[config.mk]
export PLATFORM = sky130hd
export DESIGN_NAME = rpat_ram
export DESIGN_NICKNAME = d
export VERILOG_FILES = /design/src/hdl/refcounted_page_alias_table_assert.svh /design/src/hdl/rpat_ram.sv
export SDC_FILE = /design/constraint.sdc
export NUM_CORES = 1
export LEC_CHECK = 0
export ABC_AREA = 1
export BUFFER_PORTS_ARGS = -buffer_cell sky130_fd_sc_hd__buf_2
export CORE_UTILIZATION = 61
export CTS_CLUSTER_SIZE = 25
export DETAILED_ROUTE_END_ITERATION = 10
export PLACE_DENSITY = 0.79
export SLEW_MARGIN = 15
export SYNTH_ARGS = -nofsm -noshare
export SYNTH_HDL_FRONTEND = slang
export SYNTH_SLANG_ARGS = --single-unit
export TNS_END_PERCENT = 30
[constraint.sdc]
create_clock -name clock -period 1.6 [get_ports clock]
set_clock_uncertainty 0.15 [all_clocks]
set_input_delay 0.08 -clock clock [delete_from_list [all_inputs] [get_ports clock]]
set_output_delay 0.08 -clock clock [all_outputs]
set_load 0.02 [all_outputs]
[src/hdl/refcounted_page_alias_table_assert.svh]
// assertion macros for the page alias table
`ifndef REFCOUNTED_PAGE_ALIAS_TABLE_ASSERT_SVH
`define REFCOUNTED_PAGE_ALIAS_TABLE_ASSERT_SVH
`ifndef ASSERT_OFF
`define RPAT_ASSERT_IMPLY(label, clk, rst, ante, cons, msg) \
   label: assert property (@(posedge clk) disable iff (rst) (ante) |-> (cons)) else $error(msg);
`define RPAT_ASSERT_NEXT(label, clk, rst, ante, cons, msg) \
   label: assert property (@(posedge clk) disable iff (rst) (ante) |=> (cons)) else $error(msg);
`else
`define RPAT_ASSERT_IMPLY(label, clk, rst, ante, cons, msg)
`define RPAT_ASSERT_NEXT(label, clk, rst, ante, cons, msg)
`endif
`endif

[src/hdl/rpat_ram.sv]
`timescale 1ns / 1ps
// ----------------------------------------------------------------------------
// rpat_ram
// simple dual port ram, one write and one registered read port
// ----------------------------------------------------------------------------
module rpat_ram #(
   parameter int WIDTH = 8,
   parameter int DEPTH = 16
) (
   input  logic                     clock,
   input  logic                     we,
   input  logic [$clog2(DEPTH)-1:0] waddr,
   input  logic [WIDTH-1:0]         wdata,
   input  logic [$clog2(DEPTH)-1:0] raddr,
   output logic [WIDTH-1:0]         rdata
);

   logic [WIDTH-1:0] mem [DEPTH];
   logic [WIDTH-1:0] rdata_ff;

   // write and registered read
   always_ff @(posedge clock) begin
      if (we) begin
         mem[waddr] <= wdata;
      end
      rdata_ff <= mem[raddr];
   end

   assign rdata = rdata_ff;

endmodule

==> results of run 1 <==
## logic make-up after synthesis
family        Yosys count  synth area share (%)
flops                 136                  69.4
simple gates          289                  21.0
buf+inv               126                  9.52
## per-layer routing
layer  share of wire [%]  routed length [um]  GRT usage [%]  up-vias
met2                  49                6770           47.8      291
met4                 2.7                 367           13.0        0
met5                   0                   0              0        -
met1                  36                4960           39.8     1882
li1                    -                   -              -     1883
met3                  12                1640           7.66       45
## metrics by stage
stage          cell area [um2]  std cells  total power, mW  hold WS (ns)  util [%]
4_1_cts                   6830        727             8.79       0.00627      74.3
3_5_place_dp              6090        686             4.59         0.306      66.2
5_1_grt                   6830        727             8.98        0.0368      74.3
2_1_floorplan             5770        551             4.39        0.0289         -
6_report                  6830        727             8.78        0.0234      74.3
3_3_place_gp              6090        686             4.57         0.300      66.2
## cells in the mapped netlist, drive strengths merged
cell type and number:
buf 24, dfxtp 8, edfxtp 128, inv 102
nand2 173, nand3 97, nand3b 2, nor2 17
## area by class of cell
cell class / count / share of cell area [%]
inverter: 102 / 5.61
tap: 111 / 2.03
clock buffer: 17 / 6.06
sequential: 136 / 58.6
multi-input combinational: 289 / 17.8
clock inverter: 14 / 3.35
timing repair buffer: 58 / 6.56
## power by group through the flow
stage          Sequential, mW  Clock, mW  Combinational (mW)
6_report                 4.01       4.22               0.554
2_1_floorplan            4.11          0               0.281
3_5_place_dp             4.08          0               0.510
4_1_cts                  4.01       4.24               0.543
5_1_grt                  4.01       4.37               0.600
3_3_place_gp             4.08          0               0.496
## final timing paths
kind | to | cells after the start
setup / recovery | rdata[6] | 7
hold / removal | rdata[4] | 6
setup reg to reg | rdata[2] | 6
hold reg to reg | rdata[4] | 6
## critical path: cells and delay by family
kind / cells / cell delay (ns)
AND/OR/NAND/NOR: 3 / 0.30
buffers and inverters: 4 / 1.32
## state kept, by name (all words and copies together), names as in the netlist
register and cells:
rdata 8, mem 128
==> out/qor.csv, run 1 <==
stage;metric;value;unit
status;status;finished clean;
clock_tree;htree_levels;4;
global_route;grt_pass1_vias;4075;
global_route;track_usage;30.1;%
synth;syn-num-nets;569;
timing;hold_violations;0;
synth;yosys.area.top_type;edfxtp_1;
critical_path;cp.arrival;1.71;ns
critical_path;crit_required;1.87;ns
finish;fill_cells;577;
route;vias;4101;
power;p_per_area;1290;nW/um2
min_path;min_path_type;in2reg;
power;combPwrFrac;6.3;%
clock_tree;clkTransAtPathRegs;0.06;ns
min_path;hold_start;raddr[1];
route;drt-vias-per-instance;5.64;
clock_tree;cts_tree;yes;
critical_path;critPathMaxFanout;14;
route;routedWlPerCell;18.9;um
clock_tree;clockBufferDepth;2;
clock_tree;clock-sinks;136;
die;start_util;62.7;%
critical_path;max_stage_delay;0.53;ns
die;std_cell_rows;35;
finish;antennaDiodeCount;0;
critical_path;crit_path_start_kind;primary input;
critical_path;cp_common_cell;nand3_1;
timing;worst_pin_slew;0.568;ns
critical_path;timing.reg2reg.setup_slack;0.36;ns
synth;synthTopCellsByArea;edfxtp_1, nand2_1, nand3_1;
finish;layout-drive-gt1-share;12.7;%
power;clkPwrFrac;48.1;%
route;drt_iter0_drc;544;
route;drc;0;
timing;fmax;690;MHz
power;netSwitchingPower;1.81;mW
global_route;overflow;0;
power;p_int;6.98;mW
timing;fin_setup_tns;0;ns
synth;synthCells;551;
global_route;antenna_found_initial;0;
synth;post_synth.cell_area_avg;10.5;um2
clock_tree;clockRootBuffer;clkbuf_8;
placement;dp_slack;0.192;ns
critical_path;worst-setup-path-type;in2reg;
synth;synth_seq_cells;136;
critical_path;worstPathCellList;dlygate4sd3_1 > buf_2 > inv_1 > buf_4 > nand3_1 > nand3_1 > nand2_1;
synth;ys_seq_area_share;69.4;%
synth;ys_types;12;
clock_tree;clk_latency;0.52;ns
synth;syn-cell-area;5770;um2
finish;final_nets;622;
die;core_area;9200;um2
finish;regArea;4000;um2
route;first_pass_iters;7;
finish;multi_input_area;1210;um2
flow_run;maxCapViolations;0;
power;p_leak;3.00;nW
clock_tree;hold_buffers;10;
global_route;grt_pass1_wl;21300;um
placement;dp_hpwl;7440;um
timing;finalMaxSlewViolations;0;
power;ir_drop;0.874;mV
placement;place.gp.congestion;0.872;
route;wl;13700;um
finish;final_cell_mix;nand2_1, edfxtp_1, inv_1;
timing;grt_setup_unrepaired;no;
critical_path;r2r-start;mem[1][2];
clock_tree;cts_setup_buffers;0;
timing;slew_headroom;62.1;%
synth;ys_warn_count;0;
die;die-area;9850;um2
synth;synth_top_area_share;66.7;%
die;fp.dieH;99.2;um
finish;synthToLayoutAreaGrowth;18.4;%
finish;mostFrequentLayoutCell;nand2_1;
clock_tree;cts_resized;0;
critical_path;startpoint;raddr[2];
timing;min_period;1.45;ns
placement;io_buffer_count;25;
die;top_level_ports;26;
timing;fin_crit_sh;90.6;%
power;p_seq_share;45.6;%
power;swShare;20.6;%
global_route;grt_max_degree;65;
clock_tree;cts_buffers;17;
timing;setup_slack;0.150;ns
critical_path;worstSetupEndpointType;flop;
timing;setup_viol;0;
critical_path;crit_slowest_cell;dlygate4sd3_1;
route;ant_nets;0;
die;die_x;99.2;um
No activity file was read; power rests on OpenSTA's default activity.
==> run 2: changes to the inputs <==
--- a/config.mk
+++ b/config.mk
@@ -7,6 +7,7 @@
 export LEC_CHECK = 0
 export ABC_AREA = 1
 export BUFFER_PORTS_ARGS = -buffer_cell sky130_fd_sc_hd__buf_2
+export CORE_ASPECT_RATIO = 0.6
 export CORE_UTILIZATION = 61
 export CTS_CLUSTER_SIZE = 25
 export DETAILED_ROUTE_END_ITERATION = 10
==> run 2 against run 1 <==
Global-route usage increased by 0.89 points. Setup slack improved by 0.26 ns. Clock power decreased by 14%. First-iteration DRC count increased by 2.6%. Non-clock buffer count increased by 1. Maximum frequency increased by 22%. Sequential share of layout area increased by 0.54 points. Count of clock-buffer cells in the layout increased by 11. Worst hold slack about the same. Combinational power increased by 0.9%. Via count decreased by 0.88%. Largest cell class unchanged. Largest power group is now sequential cells.
==> out/qor.csv, run 2 (synthesized netlist as in run 1, its figures left out) <==
stage;metric;value;unit;change
status;status;finished clean;;
global_route;grt_pass1_vias;3832;;-6.0%
critical_path;crit_slowest_cell;dfxtp_1;;
global_route;met1_usage;47.2;%;+7.4 points
die;die-area;9860;um2;+0.13%
placement;io_buffer_count;25;;unchanged
die;core_area;9190;um2;about the same
finish;largest_register;mem;;
timing;grt_setup_unrepaired;no;;
power;p_leak;2.97;nW;-0.96%
critical_path;worstPathCellList;buf_2;;
finish;final_cell_mix;nand2_1, edfxtp_1, inv_1;;
die;die_x;128;um;+29%
global_route;met3_usage;7.96;%;+0.30 points
global_route;antenna_found_initial;0;;unchanged
route;wl;14000;um;+1.7%
placement;place.gp.congestion;0.883;;+1.2%
global_route;grt_max_degree;33;;-49%
global_route;top_usage_layer;met1;;
clock_tree;cts_buffers;17;;unchanged
flow_run;maxCapViolations;0;;unchanged
critical_path;critPathMaxFanout;1;;-13
clock_tree;cts_tree;yes;;
clock_tree;clk_latency;0.42;ns;-0.10 ns
clock_tree;cts_setup_buffers;0;;unchanged
critical_path;worstSetupEndpointType;output port;;
die;std_cell_rows;27;;-23%
clock_tree;clock-sinks;136;;unchanged
clock_tree;htree_levels;4;;unchanged
finish;final_nets;623;;+0.16%
timing;hold_ws;0.0231;ns;-0.000282 ns
route;routedWlPerCell;18.7;um;-1.1%
critical_path;max_stage_delay;0.36;ns;-0.17 ns
finish;antennaDiodeCount;0;;unchanged
power;finalPower;8.21;mW;-6.5%
timing;worst_pin_slew;0.420;ns;-0.148 ns
timing;setup_viol;0;;unchanged
critical_path;worst-path-buf-inv;1;;-3
global_route;track_usage;31.0;%;+0.89 points
route;drc;0;;unchanged
global_route;met2_usage;42.8;%;-4.9 points
finish;fill_cells;626;;+8.5%
timing;fin_setup_tns;0;ns;unchanged
finish;synthToLayoutAreaGrowth;17.4;%;
critical_path;cp.arrival;0.96;ns;-0.75 ns
critical_path;crit_path_start_kind;flop;;
timing;finalMaxSlewViolations;0;;unchanged
die;start_util;62.8;%;about the same
clock_tree;clockBufferDepth;2;;unchanged
min_path;min_path_type;in2reg;;
critical_path;crit_required;1.37;ns;-0.50 ns
clock_tree;clockRootBuffer;clkbuf_16;;
clock_tree;clkTransAtPathRegs;0.05;ns;about the same
timing;fmax;843;MHz;+22%
finish;largest_reg_flops;128;;unchanged
die;fp.dieH;77.3;um;-22%
die;top_level_ports;26;;unchanged
finish;mostFrequentLayoutCell;nand2_1;;
finish;fin_util;73.7;%;-0.62 points
critical_path;crit_family;flip-flops;;
power;p_per_area;1210;nW/um2;-5.6%
route;drt-vias-per-instance;5.43;;-3.7%
timing;fin_crit_sh;74.1;%;-16 points
route;drt_iter0_drc;558;;+2.6%
timing;min_period;1.19;ns;-0.264 ns
timing;slew_headroom;72.0;%;+9.9 points
critical_path;worst-setup-path-type;reg2out;;
power;ir_drop;0.878;mV;+0.40%
route;first_pass_iters;5;;-2
route;ant_nets;0;;unchanged
route;vias;4065;;-0.88%
global_route;overflow;0;;unchanged
placement;dp_hpwl;8400;um;+13%
timing;hold_violations;0;;unchanged
global_route;grt_pass1_wl;21400;um;+0.75%
finish;layout-drive-gt1-share;12.5;%;-0.20 points
-- run 2: cell count changes in the layout (fill, tap and decap cells not counted), moves of 2 or more --
cell	change
clkinv_2	+2
clkinvlp_4	-2
clkinv_1	-3
clkbuf_8	+3
clkbuf_1	+7
buf_4	+2
bufinv_16	-5
-- run 2: final timing paths --
| kind | startpoint | slack, ns | endpoint | cells past startpoint |
|---|---|---|---|---|
| setup reg to reg | mem[9][4] | 0.42 | rdata[4] | 6 |
| setup / recovery | rdata[3] | 0.41 | rdata[3] | 1 |
| hold reg to reg | mem[11][0] | 0.53 | rdata[0] | 6 |
| hold / removal | raddr[2] | 0.02 | rdata[0] | 5 |
-- run 2: timing repair --
item / CTS / global route
endpoints found under the hold margin: 136 / 0
gates resized for setup: 0 / 0
hold buffers: 9 / 0
-- run 2: final cells by class --
cell class / instances / area (um2) / area share (%)
Inverter: 102 / 383 / 5.66
Sequential cell: 136 / 4000 / 59.2
Clock inverter: 4 / 45.0 / 0.666
Clock buffer: 28 / 507 / 7.49
Timing Repair Buffer: 59 / 453 / 6.69
Tap cell: 130 / 163 / 2.40
Multi-Input combinational cell: 289 / 1210 / 17.9
-- run 2: per-layer routing --
layer  wire length (um)  up-vias
li1                   -     1883
met1               6350     1930
met2               5880      231
met3               1490       21
met4                255        0
met5                  0        -
-- run 2: metrics by stage --
stage / area [um2] / worst slack (ns) / cells
after floorplan: 5770 / 0.419 / 551
after CTS: 6770 / 0.401 / 748
final: 6770 / 0.414 / 748
after detailed placement: 6130 / 0.267 / 707
after global routing: 6770 / 0.335 / 748
after global placement: 6130 / 0.280 / 707
-- run 2: where the power goes --
group / switching [mW] / internal (mW)
Combinational: 0.386 / 0.173
Sequential: 0.0274 / 3.99
Clock: 1.35 / 2.29
Total: 1.76 / 6.45
==> run 3: changes to the inputs <==
==> constraint.sdc (replaced) <==
create_clock -name clock -period 1.2 [get_ports clock]
set_clock_uncertainty 0.15 [all_clocks]
set_input_delay 0.06 -clock clock [delete_from_list [all_inputs] [get_ports clock]]
set_output_delay 0.06 -clock clock [all_outputs]
set_load 0.02 [all_outputs]
==> run 3 against run 2 <==
First-iteration DRC count is 5.7% lower. Cell count is 0.80% higher. Power is 43% higher. Sequential share of layout area is 1.8 points lower. Design area is 3.1% higher. Combinational power is 42% higher. Die area stayed put. Via count is 2.0% higher. Largest power group is now clock. Sequential cell count stayed put.
==> out/qor.csv, run 3 (synthesized netlist as in run 1, its figures left out) <==
stage;metric;value;unit;change
power;p_seq_share;45.6;%;-3.3 points
die;start_util;62.8;%;unchanged
route;drt-vias-per-instance;5.50;;+1.2%
power;p_int;9.22;mW;+43%
critical_path;crit_family;simple AND/OR/NAND/NOR gates;;
clock_tree;clockRootBuffer;clkbuf_16;;
critical_path;worst-path-buf-inv;1;;unchanged
timing;slew_headroom;72.6;%;+0.64 points
placement;io_buffer_count;25;;unchanged
route;ant_nets;0;;unchanged
finish;final_nets;630;;+1.1%
critical_path;critPathMaxFanout;1;;unchanged
critical_path;crit_path_start_kind;flop;;
clock_tree;cts_buffers;17;;unchanged
critical_path;crit_slowest_cell;edfxtp_1;;
critical_path;worst-setup-path-type;reg2reg;;
clock_tree;clock-sinks;136;;unchanged
global_route;grt_max_degree;40;;+21%
power;clkPwrFrac;47.6;%;+3.3 points
power;ir_drop;1.32;mV;+50%
die;die_x;128;um;unchanged
finish;synthToLayoutAreaGrowth;21.0;%;
placement;post_dp_cell_area;6220;um2;+1.5%
clock_tree;cts_tree;yes;;
die;top_level_ports;26;;unchanged
finish;fin_util;75.9;%;+2.3 points
finish;post-route-cell-area;6980;um2;+3.1%
clock_tree;htree_levels;4;;unchanged
power;netSwitchingPower;2.49;mW;+42%
power;p_leak;3.06;nW;+2.8%
critical_path;worstSetupEndpointType;flop;;
power;swShare;21.3;%;-0.15 points
power;p_per_area;1680;nW/um2;+38%
finish;mostFrequentLayoutCell;nand2_1;;
clock_tree;clockBufferDepth;2;;unchanged
min_path;min_path_type;in2reg;;
finish;antennaDiodeCount;0;;unchanged
die;std_cell_rows;27;;unchanged
critical_path;max_stage_delay;0.35;ns;about the same
status;status;finished clean;;
global_route;grt_pass1_wl;21600;um;+0.61%
placement;place.gp.congestion;0.845;;-4.3%
die;core_area;9190;um2;unchanged
timing;finalMaxSlewViolations;0;;unchanged
timing;fmax;843;MHz;
global_route;overflow;0;;unchanged
finish;largest_reg_flops;128;;unchanged
route;wl;14100;um;+0.81%
timing;min_period;1.19;ns;
timing;fin_crit_sh;98.9;%;
route;routedWlPerCell;18.7;um;about the same
global_route;track_usage;31.2;%;+0.27 points
flow_run;maxCapViolations;0;;unchanged
timing;grt_setup_unrepaired;yes;;
placement;dp_hpwl;8720;um;+3.8%
clock_tree;clk_latency;0.43;ns;about the same
route;drt_iter0_drc;526;;-5.7%
timing;worst_pin_slew;0.410;ns;-0.00966 ns
global_route;antenna_found_initial;0;;unchanged
clock_tree;clkTransAtPathRegs;0.05;ns;about the same
die;die-area;9860;um2;unchanged
route;first_pass_iters;7;;+2
timing;hold_ws;0.0333;ns;+0.0103 ns
route;drc;0;;unchanged
route;vias;4147;;+2.0%
die;fp.dieH;77.3;um;unchanged
power;finalPower;11.7;mW;+43%
critical_path;cp_common_cell;nand3_1;;
critical_path;crit_required;1.35;ns;-0.02 ns
finish;largest_register;mem;;
power;combPwrFrac;6.8;%;about the same
timing;hold_violations;0;;unchanged
finish;layout-drive-gt1-share;15.9;%;+3.4 points
finish;final_cell_mix;nand2_1, edfxtp_1, inv_1;;
global_route;grt_pass1_vias;3881;;+1.3%
critical_path;cp.arrival;1.33;ns;+0.37 ns
critical_path;worstPathCellList;inv_1 > nand2_1 > nand3_1 > nand3_1 > nand3_1 > nand2_1;;
timing;setup_viol;0;;unchanged
==> run 3: repair_timing <==
action,in CTS,in global routing
buffers inserted,0,0
hold buffers,9,0
endpoints found under the setup margin,0,7
hold endpoints to repair,135,0
gates resized for setup,0,10
==> run 3: metal layers <==
layer / global-route usage [%] / vias to the layer above / routed length, um
met5: 0 / - / 0
met4: 8.93 / 0 / 165
met3: 9.00 / 19 / 1840
met2: 44.5 / 294 / 6180
met1: 46.8 / 1938 / 5910
li1: - / 1896 / -
==> run 3: final timing paths <==
path              start  endpoint  slack [ns]  cells past startpoint
max reg2reg   mem[3][7]  rdata[7]        0.01                      6
min reg2reg  mem[13][5]  rdata[5]        0.54                      6
max           mem[3][7]  rdata[7]        0.01                      6
min            raddr[2]  rdata[6]        0.03                      6
==> run 3: area by class of cell <==
type	instances	area, um2
Multi-Input combinational cell	289	1250
Clock buffer	17	425
Clock inverter	14	206
Tap cell	130	163
Inverter	102	383
Fill cell	612	2210
Timing Repair Buffer	66	543
Sequential cell	136	4000
==> run 3: power groups by stage <==
stage	Clock, mW	Sequential, mW	Combinational [mW]
final	5.58	5.34	0.791
after global routing	5.79	5.35	0.851
after CTS	5.61	5.34	0.766
after detailed placement	0	5.44	0.734
after global placement	0	5.44	0.714
after floorplan	0	5.47	0.375
==> run 3: stage by stage <==
stage | instances | TNS, ns | worst slack, ns
floorplan | 551 | 0 | 0.0392
global placement | 714 | -0.254 | -0.0888
detailed placement | 714 | -1.84 | -0.117
CTS | 754 | 0 | 0.0200
global route | 754 | -0.00291 | -0.00291
finish | 754 | 0 | 0.0137
==> run 3: worst register-to-register path, stage by stage, from the launching register on <==
cell and delay (ns):
edfxtp_1 0.35, inv_1 0.06, nand2_1 0.05, nand3_1 0.12
nand3_1 0.11, nand3_1 0.12, nand2_1 0.10
